**src/hdl/lfp_pkg.sv**
```systemverilog
// Shared types, constants and the duty mapping for the line-follow PID omni drive.
// Used by the top level, front end, divider and back end; depends on nothing.
package lfp_pkg;

    // Configuration port.
    localparam int CFG_IDX_W  = 3;
    localparam int CFG_DATA_W = 16;

    localparam logic [CFG_IDX_W-1:0] REG_PROP_GAIN     = 3'd0;
    localparam logic [CFG_IDX_W-1:0] REG_INTEG_GAIN    = 3'd1;
    localparam logic [CFG_IDX_W-1:0] REG_DERIV_GAIN    = 3'd2;
    localparam logic [CFG_IDX_W-1:0] REG_FORWARD_SPEED = 3'd3;
    localparam logic [CFG_IDX_W-1:0] REG_TURN_LIMIT    = 3'd4;

    localparam logic [15:0] RST_PROP_GAIN     = 16'd1024;
    localparam logic [15:0] RST_INTEG_GAIN    = 16'd128;
    localparam logic [15:0] RST_DERIV_GAIN    = 16'd307;
    localparam logic [6:0]  RST_FORWARD_SPEED = 7'd20;
    localparam logic [6:0]  RST_TURN_LIMIT    = 7'd40;

    // Datapath widths.
    localparam int WIDE_W = 52;
    localparam int QUO_W  = 25;
    localparam int MS_W   = 16;

    // Fixed-point scale factors.
    localparam logic [6:0]  PCT_MAX     = 7'd100;
    localparam int          LIM_NUM     = 25600000;
    localparam int          LIM_NO_KI   = 100000000;
    localparam int          SCALE_MS    = 1000;
    localparam int          SCALE_DERIV = 1000000;
    localparam int          SCALE_DEN   = 256000;
    localparam int          SCALE_FULL  = 25600000;
    localparam int          LOST_VY     = 10;
    localparam int          LOST_TURN   = 12;
    localparam logic [4:0]  ITERS_LIM   = 5'd25;
    localparam logic [4:0]  ITERS_RND   = 5'd8;

    typedef struct packed {
        logic [15:0] kp;
        logic [15:0] ki;
        logic [15:0] kd;
        logic [6:0]  vy;
        logic [6:0]  tl;
    } t_cfg;

    typedef struct packed {
        logic [3:0][7:0] duty;
        logic [3:0]      rev;
        logic            lost;
        logic [7:0]      turn;
    } t_result;

    typedef struct packed {
        logic              start;
        logic [WIDE_W-1:0] num;
        logic [WIDE_W-1:0] den;
        logic [4:0]        iters;
    } t_div_req;

    typedef struct packed {
        logic             done;
        logic [QUO_W-1:0] quo;
    } t_div_rsp;

    // Percent magnitude to duty: 0 stays 0, else 150 + floor((p-1)*105/99).
    // The divide by 99 is a multiply by ceil(2^20/99) and a shift.
    function automatic logic [7:0] duty_of(input logic [6:0] p);
        logic [6:0]  pc;
        logic [13:0] y;
        logic [27:0] t;
        pc = (p > PCT_MAX) ? PCT_MAX : p;
        y  = 14'(pc - 7'd1) * 14'd105;
        t  = 28'(y) * 28'd10592;
        if (pc == 7'd0) begin
            duty_of = 8'd0;
        end else begin
            duty_of = 8'd150 + t[27:20];
        end
    endfunction

endpackage

```
**src/hdl/lfp_front.sv**
```systemverilog
// Front end: takes sensor beats, flags an empty mask, and holds them in a two-entry queue.
// Depends on lfp_pkg.
module lfp_front #(
    parameter int SENSOR_COUNT = 8
) (
    input  logic                    i_clk,
    input  logic                    i_rst_n,
    input  logic                    i_in_valid,
    output logic                    o_in_ready,
    input  logic [SENSOR_COUNT-1:0] i_mask,
    input  logic [lfp_pkg::MS_W-1:0] i_ms,
    output logic                    o_q_valid,
    input  logic                    i_pop,
    output logic [SENSOR_COUNT-1:0] o_mask,
    output logic [lfp_pkg::MS_W-1:0] o_ms,
    output logic                    o_lost
);
    import lfp_pkg::*;

    logic [SENSOR_COUNT-1:0] r_mask [2];
    logic [MS_W-1:0]         r_ms   [2];
    logic                    r_lost [2];
    logic                    r_wp, r_rp;
    logic [1:0]              r_cnt;
    logic                    w_push, w_pop;

    assign o_in_ready = (r_cnt != 2'd2);
    assign o_q_valid  = (r_cnt != 2'd0);
    assign w_push     = i_in_valid && o_in_ready;
    assign w_pop      = i_pop && o_q_valid;
    assign o_mask     = r_mask[r_rp];
    assign o_ms       = r_ms[r_rp];
    assign o_lost     = r_lost[r_rp];

    // Queue storage; the line is lost when no sensor bit is set.
    always_ff @(posedge i_clk) begin
        if (w_push) begin
            r_mask[r_wp] <= i_mask;
            r_ms[r_wp]   <= i_ms;
            r_lost[r_wp] <= (i_mask == '0);
        end
    end

    // Queue pointers and fill count.
    always_ff @(posedge i_clk) begin
        if (!i_rst_n) begin
            r_wp  <= 1'b0;
            r_rp  <= 1'b0;
            r_cnt <= 2'd0;
        end else begin
            if (w_push) r_wp <= ~r_wp;
            if (w_pop)  r_rp <= ~r_rp;
            r_cnt <= r_cnt + 2'(w_push) - 2'(w_pop);
        end
    end

endmodule

```
**config.mk**
```make
export PLATFORM = sky130hd
export DESIGN_NAME = lfp_front
export DESIGN_NICKNAME = d
export VERILOG_FILES = /design/src/hdl/lfp_pkg.sv /design/src/hdl/lfp_front.sv
export SDC_FILE = /design/constraint.sdc
export NUM_CORES = 1
export LEC_CHECK = 0
export ABC_AREA = 0
export BUFFER_PORTS_ARGS = -buffer_cell sky130_fd_sc_hd__buf_2
export CAP_MARGIN = 20
export CORE_MARGIN = 5
export CORE_UTILIZATION = 51
export CTS_CLUSTER_SIZE = 25
export DETAILED_ROUTE_END_ITERATION = 10
export PLACE_DENSITY = 0.78
export SYNTH_ARGS = -nofsm -noshare
export SYNTH_HDL_FRONTEND = slang
export SYNTH_SLANG_ARGS = --single-unit
```
**constraint.sdc**
```tcl
create_clock -name i_clk -period 2.4 [get_ports i_clk]
set_input_delay 0.24 -clock i_clk [delete_from_list [all_inputs] [get_ports i_clk]]
set_output_delay 0.24 -clock i_clk [all_outputs]
set_load 0.05 [all_outputs]
```
==> impl_metrics.env <==
export IMPL_area_delta_synth_final_pct=20.6
export IMPL_postCtsSetupRepairBufs=0
export IMPL_cts_buffers=5
export IMPL_place_area_um2=2410
export IMPL_slew_viol_final=0
export IMPL_period_share_pct=81.6
export IMPL_dieWidth_um=73.6
export IMPL_grt_pass1_wl_mm=5.41
export IMPL_cp_end_kind="output port"
export IMPL_slowest_stage="dfxtp_1"
export IMPL_required_ps=2160
export IMPL_core_area_um2=3970
export IMPL_layout_nets=196
export IMPL_avgSynthCellArea_um2=19.7
export IMPL_dieArea_um2=5420
export IMPL_first_iter_violations=55
export IMPL_slowest_delay_ps=660
export IMPL_arrival_ps=1720
export IMPL_grt_use_total_pct=13.3
export IMPL_final_hold_viol_count=0
export IMPL_finalInstanceArea_um2=2490
export IMPL_cts_buffer_depth=2
export IMPL_dpl_cell_count=209
export IMPL_p_per_area_nw_per_um2=1130
export IMPL_antenna_found_initial=0
export IMPL_ys_warn_count=0
export IMPL_hold_slack_ps=130
export IMPL_outcome="finished clean"
export IMPL_worstMarginPinSlew_ps=522
export IMPL_avgViaCountPerCell=4.90
export IMPL_cp_buffers_inverters=2
export IMPL_start_kind="register"
export IMPL_ys_types=18
export IMPL_tns_ps=0
export IMPL_cts_sinks=55
export IMPL_maxCapViolCount=0
export IMPL_ir_drop_uv=693
export IMPL_row_count=23
export IMPL_grt_pass1_vias=1144
export IMPL_boundaryPins=55
export IMPL_postLayoutCoreUtil_pct=62.7
export IMPL_critPathMaxFanout=15
export IMPL_die_h_um=73.6
export IMPL_post_cts_resized=0
export IMPL_fmaxAchievable_mhz=511
export IMPL_hold_buffers=0
export IMPL_ys_seq_elements=55
export IMPL_hp_class="input pin to register"
export IMPL_start_util_pct=52.0
export IMPL_grt_max_degree=26
export IMPL_p_leak_nw=0.941
export IMPL_cp_top_family="flip-flops"
export IMPL_vias=1064
export IMPL_finalSetupViolations=0
export IMPL_antenna_cells=0
export IMPL_wl_mm=3.41
export IMPL_synth_nets=135
export IMPL_max_slew_margin_rel_pct=65.1
export IMPL_synth_area_um2=2070
export IMPL_port_buffers=54
export IMPL_firstDrtPassIters=2
export IMPL_grt_overflow=0
export IMPL_synthCells=105
export IMPL_clk_latency_ps=290
export IMPL_cts_clk_slew_worst_paths_ps=90
export IMPL_skew_ps=8.20
export IMPL_post_dp_hpwl_mm=2.43
export IMPL_layout_commonest_cell="buf_2"
export IMPL_yosysSeqAreaShare_pct=77.5
export IMPL_mostFrequentLayoutCells="buf_2 (54), edfxtp_1 (50), mux2_2 (25)"
export IMPL_drive_gt1_share_pct=54.5
export IMPL_crit_chain="buf_12 > mux2_2 > buf_2"
export IMPL_wl_per_cell_um=15.7
export IMPL_place_gp_congestion=0.679
export IMPL_tritoncts="done"
export IMPL_path_class="register to output port"
export IMPL_drc=0
export IMPL_ant_nets=0
export IMPL_cts_root_buf="clkbuf_8"
export IMPL_stdcell_count=217
export IMPL_fin_crit_ps=1960
export IMPL_htree_levels=2
export IMPL_grt_setup_unrepaired="false"
==> layout make-up <==
cell class,count,area (µm²)
Clock buffer,6,72.6
Tap cell,50,62.6
Inverter,1,3.75
Timing Repair Buffer,57,305
Clock inverter,2,12.5
Sequential cell,55,1600
Fill cell,304,1480
Multi-Input combinational cell,46,433
==> cell families after synthesis <==
logic type               synth area share, %
buffers and inverters                   1.64
AND/OR/NAND/NOR                         3.88
adder cells (fa/ha/maj)                 1.21
flip-flops                              77.5
multiplexers                            14.1
AO/OA/AOI/OAI                          0.364
XOR/XNOR                                1.27
==> layer usage <==
layer,vias to the layer above,GRT usage (%),wire length [µm]
met5,-,0,0
met4,0,3.02,13
met3,2,3.97,219
met2,28,24.0,1850
li1,520,-,-
met1,514,15.6,1330
==> path summary, 6_finish.rpt <==
check | start | endpoint | slack [ps] | depth (start not counted)
worst min-delay path | i_ms[4] | r_ms[0][4]$_DFFE_PP_ | 130 | 1
worst max register to register | r_cnt[0]$_SDFF_PN0_ | r_cnt[1]$_SDFF_PN0_ | 740 | 8
worst min register to register | r_wp$_SDFFE_PN0N_ | r_wp$_SDFFE_PN0N_ | 510 | 2
worst max-delay path | register | o_ms[1] | 440 | 3
==> where the power goes <==
group	leakage, nW	internal (mW)	switching (mW)
logic	0.391	0.335	0.751
registers	0.509	1.21	0.0676
clock network	0.0412	0.204	0.263
total	0.941	1.74	1.08
==> registers in the layout, summed over array words and instances, names as in the netlist, named ones only <==
register	cells
r_wp	1
r_ms	32
r_rp	1
r_lost	2
r_cnt	2
r_mask	16
==> per-stage QoR <==
step	total power [mW]	setup slack [ps]
finish	2.83	442
CTS	2.87	402
floorplan	2.16	299
detailed placement	2.39	719
global placement	2.37	750
global route	2.97	343
==> cell usage after synthesis <==
| cell type | n | area [µm²] |
|---|---|---|
| and2_1 | 2 | 12.5 |
| and3_1 | 1 | 6.26 |
| buf_4 | 1 | 7.51 |
| buf_6 | 2 | 22.5 |
| dfxtp_1 | 5 | 100 |
| edfxtp_1 | 50 | 1500 |
| ha_1 | 2 | 25.0 |
| inv_1 | 1 | 3.75 |
| mux2_2 | 25 | 282 |
| mux2i_1 | 1 | 10.0 |
| nand2_1 | 2 | 7.51 |
| nand2b_1 | 2 | 12.5 |
| nor2_1 | 2 | 7.51 |
| nor2b_1 | 2 | 12.5 |
| o21a_1 | 1 | 7.51 |
| or2_2 | 1 | 6.26 |
| or4_1 | 2 | 15.0 |
| xnor2_1 | 3 | 26.3 |
(Power assumes the default switching activity.)
