==> src/hdl/lfp_pkg.sv <==
// Shared types, constants and the duty mapping for the line-follow PID omni drive.
// Used by the top level, front end, divider and back end; depends on nothing.
package lfp_pkg;

    // Configuration port.
    localparam int CFG_IDX_W  = 3;
    localparam int CFG_DATA_W = 16;

    localparam logic [CFG_IDX_W-1:0] REG_PROP_GAIN     = 3'd0;
    localparam logic [CFG_IDX_W-1:0] REG_INTEG_GAIN    = 3'd1;
    localparam logic [CFG_IDX_W-1:0] REG_DERIV_GAIN    = 3'd2;
    localparam logic [CFG_IDX_W-1:0] REG_FORWARD_SPEED = 3'd3;
    localparam logic [CFG_IDX_W-1:0] REG_TURN_LIMIT    = 3'd4;

    localparam logic [15:0] RST_PROP_GAIN     = 16'd1024;
    localparam logic [15:0] RST_INTEG_GAIN    = 16'd128;
    localparam logic [15:0] RST_DERIV_GAIN    = 16'd307;
    localparam logic [6:0]  RST_FORWARD_SPEED = 7'd20;
    localparam logic [6:0]  RST_TURN_LIMIT    = 7'd40;

    // Datapath widths.
    localparam int WIDE_W = 52;
    localparam int QUO_W  = 25;
    localparam int MS_W   = 16;

    // Fixed-point scale factors.
    localparam logic [6:0]  PCT_MAX     = 7'd100;
    localparam int          LIM_NUM     = 25600000;
    localparam int          LIM_NO_KI   = 100000000;
    localparam int          SCALE_MS    = 1000;
    localparam int          SCALE_DERIV = 1000000;
    localparam int          SCALE_DEN   = 256000;
    localparam int          SCALE_FULL  = 25600000;
    localparam int          LOST_VY     = 10;
    localparam int          LOST_TURN   = 12;
    localparam logic [4:0]  ITERS_LIM   = 5'd25;
    localparam logic [4:0]  ITERS_RND   = 5'd8;

    typedef struct packed {
        logic [15:0] kp;
        logic [15:0] ki;
        logic [15:0] kd;
        logic [6:0]  vy;
        logic [6:0]  tl;
    } t_cfg;

    typedef struct packed {
        logic [3:0][7:0] duty;
        logic [3:0]      rev;
        logic            lost;
        logic [7:0]      turn;
    } t_result;

    typedef struct packed {
        logic              start;
        logic [WIDE_W-1:0] num;
        logic [WIDE_W-1:0] den;
        logic [4:0]        iters;
    } t_div_req;

    typedef struct packed {
        logic             done;
        logic [QUO_W-1:0] quo;
    } t_div_rsp;

    // Percent magnitude to duty: 0 stays 0, else 150 + floor((p-1)*105/99).
    // The divide by 99 is a multiply by ceil(2^20/99) and a shift.
    function automatic logic [7:0] duty_of(input logic [6:0] p);
        logic [6:0]  pc;
        logic [13:0] y;
        logic [27:0] t;
        pc = (p > PCT_MAX) ? PCT_MAX : p;
        y  = 14'(pc - 7'd1) * 14'd105;
        t  = 28'(y) * 28'd10592;
        if (pc == 7'd0) begin
            duty_of = 8'd0;
        end else begin
            duty_of = 8'd150 + t[27:20];
        end
    endfunction

endpackage

==> src/hdl/lfp_div.sv <==
// Shared serial restoring divider: one quotient bit per cycle, quotient width set per request.
// Depends on lfp_pkg.
module lfp_div (
    input  logic              i_clk,
    input  logic              i_rst_n,
    input  lfp_pkg::t_div_req i_req,
    output lfp_pkg::t_div_rsp o_rsp
);
    import lfp_pkg::*;

    localparam int DSH_W = WIDE_W + QUO_W;

    logic [WIDE_W-1:0] r_rem;
    logic [DSH_W-1:0]  r_dsh;
    logic [4:0]        r_cnt;
    logic [QUO_W-1:0]  r_quo;
    logic              r_busy;
    logic              r_done;
    logic              w_ge;

    assign w_ge        = {{QUO_W{1'b0}}, r_rem} >= r_dsh;
    assign o_rsp.done  = r_done;
    assign o_rsp.quo   = r_quo;

    // Compare against the divisor shifted to the current quotient bit.
    always_ff @(posedge i_clk) begin
        if (!i_rst_n) begin
            r_busy <= 1'b0;
            r_done <= 1'b0;
        end else begin
            r_done <= 1'b0;
            if (i_req.start) begin
                r_rem  <= i_req.num;
                r_dsh  <= {{QUO_W{1'b0}}, i_req.den} << (i_req.iters - 5'd1);
                r_cnt  <= i_req.iters;
                r_quo  <= '0;
                r_busy <= 1'b1;
            end else if (r_busy) begin
                if (w_ge) begin
                    r_rem <= r_rem - r_dsh[WIDE_W-1:0];
                end
                r_quo <= {r_quo[QUO_W-2:0], w_ge};
                r_dsh <= r_dsh >> 1;
                r_cnt <= r_cnt - 5'd1;
                if (r_cnt == 5'd1) begin
                    r_busy <= 1'b0;
                    r_done <= 1'b1;
                end
            end
        end
    end

endmodule

==> config.mk <==
export PLATFORM = sky130hd
export DESIGN_NAME = lfp_div
export DESIGN_NICKNAME = d
export VERILOG_FILES = /design/src/hdl/lfp_pkg.sv /design/src/hdl/lfp_div.sv
export SDC_FILE = /design/constraint.sdc
export NUM_CORES = 1
export LEC_CHECK = 0
export BUFFER_PORTS_ARGS = -buffer_cell sky130_fd_sc_hd__buf_4
export CAP_MARGIN = 20
export CORE_MARGIN = 2
export CORE_UTILIZATION = 35
export DETAILED_ROUTE_END_ITERATION = 8
export GPL_ROUTABILITY_DRIVEN = 0
export HOLD_SLACK_MARGIN = 0.15
export MAX_ROUTING_LAYER = met4
export PLACE_DENSITY = 0.5
export SLEW_MARGIN = 10
export SYNTH_ARGS = -nofsm -noshare
export SYNTH_HDL_FRONTEND = slang
export SYNTH_SLANG_ARGS = --single-unit
==> constraint.sdc <==
create_clock -name i_clk -period 4.3 [get_ports i_clk]
set_input_delay 1.075 -clock i_clk [delete_from_list [all_inputs] [get_ports i_clk]]
set_output_delay 1.075 -clock i_clk [all_outputs]
set_load 0.005 [all_outputs]
==> results of run 1 <==
logic make-up after synthesis:
group	after synthesis	share of synthesized area
compound gates	413	0.200
mux	88	0.110
simple gates	472	0.165
xor+xnor	53	0.0367
flops	161	0.380
fa+ha+maj	56	0.0559
buf+inv	173	0.0528
per-stage QoR:
stage	instance area [µm²]	util	hold WS, ps
after CTS	14800	0.416	565
after detailed placement	14200	0.400	548
final	14800	0.416	558
after floorplan	12700	-	503
after global placement	14200	0.400	539
after global routing	14800	0.416	575
flip-flops by register name (all words and copies together), names as in the netlist:
name    flops
r_cnt       5
r_busy      1
r_dsh      77
r_rem      52
r_done      1
r_quo      25
worst max-delay path by stage:
stage | startpoint | endpoint | slack (ps)
3_3_place_gp | i_req[0] | r_dsh[23] | 500
6_report | r_dsh[1] | r_rem[6] | 550
3_5_place_dp | i_req[0] | r_dsh[23] | 550
4_1_cts | r_dsh[1] | r_rem[6] | 560
5_1_grt | r_rem[28] | r_rem[51] | 360
2_1_floorplan | i_req[0] | r_dsh[64] | 30
layout by cell type (no fill, tap or decap), drive strengths merged, types with 7 or more instances in the layout:
master,count
nor3,19
o22ai,16
buf,157
a221oi,8
nand2,218
nand3,20
a31oi,13
nand4,14
clkbuf,19
o21a,8
nor4,12
xor2,30
a211oi,16
nor2b,31
xnor2,23
inv,84
o31ai,8
nor2,119
mux4,40
o2bb2ai,9
o21ai,123
ha,55
mux2i,42
a21boi,7
o21bai,12
a21o,27
or3,8
a21oi,132
edfxtp,159
power groups by stage:
stage / registers, µW / logic (µW) / clock network, µW
6_report: 1950 / 1740 / 1560
5_1_grt: 1960 / 1920 / 1640
4_1_cts: 1950 / 1730 / 1590
3_3_place_gp: 1990 / 1720 / 0
2_1_floorplan: 1970 / 1190 / 0
3_5_place_dp: 1980 / 1730 / 0
layer usage:
layer | GRT usage | wire (µm) | vias up
li1 | - | - | 5351
met1 | 0.313 | 19500 | 5250
met2 | 0.280 | 15900 | 358
met3 | 0.0292 | 1990 | 42
met4 | 0.0474 | 650 | 0
met5 | - | 0 | -
worst reg2reg max path, cell delays in order, from the launching register on:
cell and delay, ps:
edfxtp_1 430, inv_1 100, ha_1 240, nor2b_1 150
o31a_1 260, o21ai_0 240, a31oi_1 280, o211ai_1 380
a21oi_1 120, buf_4 180, a21oi_1 370, nor4_1 110
o31a_2 370, buf_4 230
area by class of cell:
| cell class | count | area (µm²) | share of cell area |
|---|---|---|---|
| Multi-Input combinational cell | 1082 | 7260 | 0.490 |
| Sequential cell | 161 | 4810 | 0.325 |
| Timing Repair Buffer | 157 | 1280 | 0.0866 |
| Tap cell | 461 | 577 | 0.0390 |
| Clock buffer | 19 | 433 | 0.0292 |
| Inverter | 78 | 293 | 0.0198 |
| Clock inverter | 13 | 151 | 0.0102 |
==> results.toml, run 1 <==
[power]
finalPower_uw = 5250
p_int_uw = 3460
p_clk_frac = 0.297
powerDensity_mw_per_mm2 = 355
pwr-share-seq = 0.372
vdd_drop_max_uv = 260
leakagePower_uw = 0.00597
p_sw_frac = 0.342
p_switching_uw = 1800
combPwrFrac = 0.332

[critical_path]
start_kind = "register"
rr_endpoint = "r_rem[6]"
reg2regPathDepth = 13
path_class = "reg -> reg"
crit_cells = 13
critPathMaxFanout = 17
worstPathRequired_ps = 4460
timing.rr.start = "r_dsh[1]"
rrSetupSlack_ps = 550
slowest_delay_ps = 430
end_kind = "register"
cpMaxStageDelayCell = "edfxtp_1"
critPathArrivalTime_ps = 3920
cp_cell_sequence = "inv_1 > ha_1 > nor2b_1 > o31a_1 > o21ai_0 > a31oi_1 > o211ai_1 > a21oi_1 > buf_4 > a21oi_1 > nor4_1 > o31a_2 > buf_4"
critPathBufInv = 3
critPathTopFamily = "compound AO/OA/AOI/OAI gates"

[placed_design]
port_buffers = 137
dp_cells = 1939
place_hpwl_um = 28900
pre_cts_ws_ps = 551

[logic_synthesis]
ys_types = 67
synth_warnings = 0
synth_area_leaders = "edfxtp_1, mux4_2, nand2_1"
synth.most_common_cell = "nand2_1"
netlist.area_leader.share = 0.377
ys_seq_elements = 161
yosysSeqAreaShare = 0.380
ys_dominant_reg_cell = "edfxtp_1"
synth_commonest_cells = "nand2_1, edfxtp_1, a21oi_1"
synth-async-reset-ratio = 0
syn_area_per_cell_um2 = 8.94
syn_nets = 1584
synth_top_cell_by_area = "edfxtp_1"
synth_edf_count = 159
synth_cells = 1416
syn-cell-area_mm2 = 0.0127

[clock_network]
clock-sinks = 161
cts-root-buf = "clkbuf_16"
path_clk_slew_ps = 70
post_cts_resize_count = 0
insertion_delay_ps = 440
cts_buffers = 17
cts_tree = "built"
htree_levels = 4
cts_setup_buffers = 0
clock_path_buffers = 2
cts_hold_buf = 0

[sta]
setup_viol = 0
skew_ps = 10.1
max_slew_margin = 0.441
fin_crit_ps = 3750
tns_ps = 0
final-hold-violation-count = 0
final-max-slew-violation-count = 0
worst_pin_slew_ps = 834
rsz0062_at_grt = "no"
setup_ws_ps = 548
fmax_mhz = 267
fin_crit_sh = 0.872

[detailed_routing]
drc = 0
first_pass_iters = 5
routed_wl_um = 38000
drt-initial-drc-count = 989
viasPerCell = 5.58
wl_per_cell_um = 19.3
drtAntennaViolNets = 0
routed-via-count = 11000

[layout]
num-fill-cells = 3624
num_antenna_cells = 0
fin_nets = 1665
drive_above_1_share = 0.170
final_cells = 1971
area_growth_pct = 17.0

[hold_path]
whs_path_depth = 1
hold_class = "reg -> reg"
min_to = "r_done"
min_from = "r_busy"

[flow_run]
maxCapViolations = 0

[grt]
grt_pass1_wl_um = 59100
grt_max_degree = 137
gr-usage-all-layers = 0.204
antenna_found_initial = 0
grt_pass1_vias = 10300
overflow = 0

[die]
dieArea_mm2 = 0.0377
die_w_um = 194
design.portCount = 138
start_util = 0.356
coreArea_mm2 = 0.0356
fp.dieH_um = 194
placementRows = 69

[outcome]
outcome = "finished clean"
No activity file was read; power rests on OpenSTA's default activity.
==> run 2, diff against run 1 <==
- MAX_ROUTING_LAYER: met4 -> default
==> run 2 against run 1 <==
  * Die area unchanged
  * Worst hold slack worse by 0.63 ps
  * Routed wire length is essentially flat
  * Utilization stayed put
  * Total power is essentially flat
  * Sequential power about the same
  * Final area stayed put
  * Register-to-register slack about the same
  * Via count fell by 0.25%
  * Critical endpoint is now r_rem[9]
==> results.toml, run 2 (synthesis gave the netlist of run 1 again) <==
[grt]
grt_max_degree = 137
grt_pass1_wl_um = 59000
overflow = 0
gr-usage-all-layers = 0.198
grt_pass1_vias = 10300
antenna_found_initial = 0

[sta]
setup_ws_ps = 555
final-hold-violation-count = 0
fin_crit_ps = 3750
tns_ps = 0
fin_crit_sh = 0.871
rsz0062_at_grt = "no"
skew_ps = 10.6
max_slew_margin = 0.455
setup_viol = 0
fmax_mhz = 267
final-max-slew-violation-count = 0
worst_pin_slew_ps = 812
whs_ps = 557

[critical_path]
critPathArrivalTime_ps = 3910
end_kind = "register"
slowest_delay_ps = 430
critPathMaxFanout = 17
path_class = "reg -> reg"
cpMaxStageDelayCell = "edfxtp_1"
rrSetupSlack_ps = 550
reg2regPathDepth = 13
start_kind = "register"
timing.rr.start = "r_dsh[1]"
rr_endpoint = "r_rem[9]"
worstPathRequired_ps = 4460
cp_cell_sequence = "inv_1 > ha_1 > nor2b_1 > o31a_1 > o21ai_0 > a31oi_1 > o211ai_1 > a21oi_1 > buf_4 > a21oi_1 > nor4_1 > o31a_2 > buf_4"

[layout]
multi_input_area_mm2 = 0.00726
postLayoutCoreUtil = 0.416
drive_above_1_share = 0.170
reg.largest.list = "r_dsh: 77 flops, r_rem: 52 flops, r_quo: 25 flops"
fin_nets = 1665
largest_reg_flops = 77
num_antenna_cells = 0
seq_area_mm2 = 0.00481
area_growth_pct = 17.0
final_common_cell = "nand2_1"
num-fill-cells = 3624
largest_register = "r_dsh"
final_cell_mix = "nand2_1, edfxtp_1, buf_4"

[die]
coreArea_mm2 = 0.0356
placementRows = 69
dieArea_mm2 = 0.0377
design.portCount = 138
fp.dieH_um = 194
die_w_um = 194
start_util = 0.356

[clock_network]
post_cts_resize_count = 0
cts_tree = "built"
path_clk_slew_ps = 70
clock-sinks = 161
insertion_delay_ps = 440
htree_levels = 4
clock_path_buffers = 2
cts_buffers = 17
cts_hold_buf = 0
cts-root-buf = "clkbuf_16"
cts_setup_buffers = 0

[detailed_routing]
drt-initial-drc-count = 978
viasPerCell = 5.57
first_pass_iters = 5
routed_wl_um = 38000
drc = 0
routed-via-count = 11000
wl_per_cell_um = 19.3
drtAntennaViolNets = 0

[power]
combPwrFrac = 0.332
leakagePower_uw = 0.00597
finalPower_uw = 5260
p_sw_frac = 0.342
pwr-share-seq = 0.371
powerDensity_mw_per_mm2 = 355
vdd_drop_max_uv = 259
p_switching_uw = 1800
p_int_uw = 3460
p_clk_frac = 0.297

[hold_path]
min_from = "r_busy"
whs_path_depth = 1
min_to = "r_done"
hold_class = "reg -> reg"

[placed_design]
port_buffers = 137
pre_cts_ws_ps = 551
place_hpwl_um = 28900

[flow_run]
maxCapViolations = 0

[outcome]
outcome = "finished clean"
-- run 2: power by group through the flow --
stage / logic, µW / registers, µW / clock network [µW]
3_3_place_gp: 1720 / 1990 / 0
3_5_place_dp: 1730 / 1980 / 0
2_1_floorplan: 1190 / 1970 / 0
6_report: 1740 / 1950 / 1560
4_1_cts: 1730 / 1950 / 1590
5_1_grt: 1920 / 1960 / 1640
-- run 2: routing by layer --
metal / vias to the layer above / share of wire / GRT usage / wire length (µm)
li1: 5351 / - / - / -
met1: 5261 / 0.52 / 0.311 / 19600
met2: 321 / 0.42 / 0.280 / 15800
met3: 41 / 0.052 / 0.0310 / 1960
met4: 0 / 0.017 / 0.0474 / 639
met5: - / 0 / 0 / 0
-- run 2: how the worst max path moves through the flow --
| stage | start | end | slack (ps) | depth (start not counted) |
|---|---|---|---|---|
| 2_1_floorplan | i_req[0] | r_dsh[64] | 30 | 13 |
| 3_3_place_gp | i_req[0] | r_dsh[23] | 500 | 9 |
| 3_5_place_dp | i_req[0] | r_dsh[23] | 550 | 9 |
| 4_1_cts | r_dsh[1] | r_rem[6] | 560 | 13 |
| 5_1_grt | r_rem[28] | r_rem[51] | 360 | 10 |
| 6_report | r_dsh[1] | r_rem[9] | 550 | 13 |
-- run 2: layout make-up --
cell class,instances,share of cell area
inverters,78,0.0198
clock inverters,13,0.0102
clock buffers,19,0.0292
repair buffers,157,0.0866
well taps,461,0.0390
multi-input cells,1082,0.490
flip-flops and latches,161,0.325
-- run 2: worst max-delay path: cells and delay by family (launching register included) --
kind	cells	cell delay [ps]
DFF	1	430
and+or+nand+nor	2	260
adders and majority gates	1	240
AOI/OAI and AO/OA	7	2010
buffers and inverters	3	510
-- run 2: through the flow --
| stage | cell area (µm²) | std cells |
|---|---|---|
| 2_1_floorplan | 12700 | 1416 |
| 5_1_grt | 14800 | 1971 |
| 3_3_place_gp | 14200 | 1939 |
| 4_1_cts | 14800 | 1971 |
| 3_5_place_dp | 14200 | 1939 |
| 6_report | 14800 | 1971 |
==> run 3, diff against run 2 <==
==> constraint.sdc (replaced) <==
create_clock -name i_clk -period 4.3 [get_ports i_clk]
set_input_delay 0.215 -clock i_clk [delete_from_list [all_inputs] [get_ports i_clk]]
set_output_delay 0.215 -clock i_clk [all_outputs]
set_load 0.005 [all_outputs]
==> run 3 against run 2 <==
  * Sequential power about the same
  * Critical path type unchanged
  * Largest cell class unchanged
  * First-iteration DRC count increased by 2.7%
  * Worst setup slack got worse by 180 ps
  * Highest routed layer unchanged
  * Clock skew about the same
  * Register-to-register slack got worse by 180 ps
  * Final area increased by 3.0%
  * Clock power about the same
  * Non-clock buffer count increased by 48
  * Combinational power about the same
==> results.toml, run 3 (synthesis gave the netlist of run 1 again) <==
[detailed_routing]
wl_per_cell_um = 18.9
drtAntennaViolNets = 0
drc = 0
drt-initial-drc-count = 1004
routed_wl_um = 38200
first_pass_iters = 5
routed-via-count = 11100
viasPerCell = 5.48

[sta]
fin_crit_sh = 0.912
worst_pin_slew_ps = 950
setup_ws_ps = 378
tns_ps = 0
skew_ps = 10.5
fmax_mhz = 255
final-hold-violation-count = 0
max_slew_margin = 0.366
rsz0062_at_grt = "no"
setup_viol = 0
fin_crit_ps = 3920
final-max-slew-violation-count = 0

[placed_design]
place_hpwl_um = 28800
placedInstanceArea_mm2 = 0.0142
pre_cts_ws_ps = 514
port_buffers = 137
dp_cells = 1937

[power]
p_int_uw = 3490
combPwrFrac = 0.335
p_switching_uw = 1810
leakagePower_uw = 0.00614
pwr-share-seq = 0.368
p_sw_frac = 0.341
vdd_drop_max_uv = 228
p_clk_frac = 0.297
powerDensity_mw_per_mm2 = 348

[grt]
grt_max_degree = 112
grt_pass1_vias = 10500
grt_pass1_wl_um = 59700
gr-usage-all-layers = 0.199
overflow = 0
antenna_found_initial = 0

[clock_network]
clock_path_buffers = 2
insertion_delay_ps = 430
cts_hold_buf = 50
post_cts_resize_count = 0
cts_setup_buffers = 0
clock-sinks = 161
htree_levels = 4
cts-root-buf = "clkbuf_16"
path_clk_slew_ps = 70
cts_tree = "built"
cts_buffers = 17

[critical_path]
critPathLaunch = "r_dsh[1]"
path_class = "reg -> reg"
crit_path_frequent_cell = "a21oi_1"
start_kind = "register"
rr_endpoint = "r_rem[18]"
crit_end = "r_rem[18]"
critPathMaxFanout = 24
reg2regPathDepth = 12
slowest_delay_ps = 510
cpMaxStageDelayCell = "a21oi_1"
worstPathRequired_ps = 4400
rrSetupSlack_ps = 380
critPathBufInv = 2
crit_cells = 12
end_kind = "register"
timing.rr.start = "r_dsh[1]"
critPathTopFamily = "compound AO/OA/AOI/OAI gates"
cp_cell_sequence = "inv_1 > ha_1 > nor2b_1 > o31a_1 > o21ai_0 > a31oi_1 > o211ai_1 > a21oi_1 > a21oi_1 > nor4_1 > o31a_2 > buf_4"
critPathArrivalTime_ps = 4020

[layout]
seq_area_mm2 = 0.00481
reg.largest.list = "r_dsh: 77 flops, r_rem: 52 flops, r_quo: 25 flops"
multi_input_area_mm2 = 0.00726
final_common_cell = "nand2_1"
fin_area_mm2 = 0.0153
largest_reg_flops = 77
largest_register = "r_dsh"
drive_above_1_share = 0.164
fin_nets = 1713
postLayoutCoreUtil = 0.429
final_cells = 2019
final_cell_mix = "nand2_1, edfxtp_1, buf_4"
num-fill-cells = 3589
area_growth_pct = 20.5
num_antenna_cells = 0

[flow_run]
maxCapViolations = 0

[die]
placementRows = 69
dieArea_mm2 = 0.0377
fp.dieH_um = 194
coreArea_mm2 = 0.0356
start_util = 0.356
design.portCount = 138
die_w_um = 194

[hold_path]
hold_class = "in -> reg"
min_from = "i_req[67]"

[outcome]
outcome = "finished clean"
run 3: how the worst min path moves through the flow:
stage          slack (ps)         to  depth (start not counted)
5_1_grt               180  r_rem[10]                          3
6_report              160  r_rem[10]                          3
4_1_cts               170  r_rem[10]                          3
3_5_place_dp          500  r_rem[49]                          3
3_3_place_gp          490  r_rem[17]                          3
2_1_floorplan         390   r_rem[5]                          2
run 3: per-stage QoR:
stage | total power (µW) | hold slack, ps
after floorplan | 3170 | 394
after global placement | 3700 | 495
after detailed placement | 3700 | 498
after CTS | 5320 | 175
after global routing | 5580 | 177
final | 5300 | 162
run 3: cell type report:
| type | count | area share |
|---|---|---|
| Sequential cell | 161 | 0.316 |
| Multi-Input combinational cell | 1082 | 0.476 |
| Tap cell | 461 | 0.0378 |
| Timing Repair Buffer | 205 | 0.113 |
| Clock inverter | 12 | 0.00984 |
| Clock buffer | 20 | 0.0293 |
| Inverter | 78 | 0.0192 |
run 3: metal layers:
metal,track usage,part of all wire,vias up
li1,-,-,5434
met1,0.311,0.52,5304
met2,0.292,0.43,305
met3,0.0214,0.041,30
met4,0.0449,0.014,0
met5,0,0,-
run 3: power by group through the flow:
stage,logic (µW),registers [µW],clock network [µW]
after floorplan,1190,1970,0
after global placement,1720,1980,0
after detailed placement,1720,1980,0
after CTS,1760,1950,1600
after global routing,1960,1960,1650
final,1770,1950,1580
run 3: worst min-delay path, cell delays in order:
cell     delay, ps
buf_4           80
nand2_1         40
o21ai_0        110
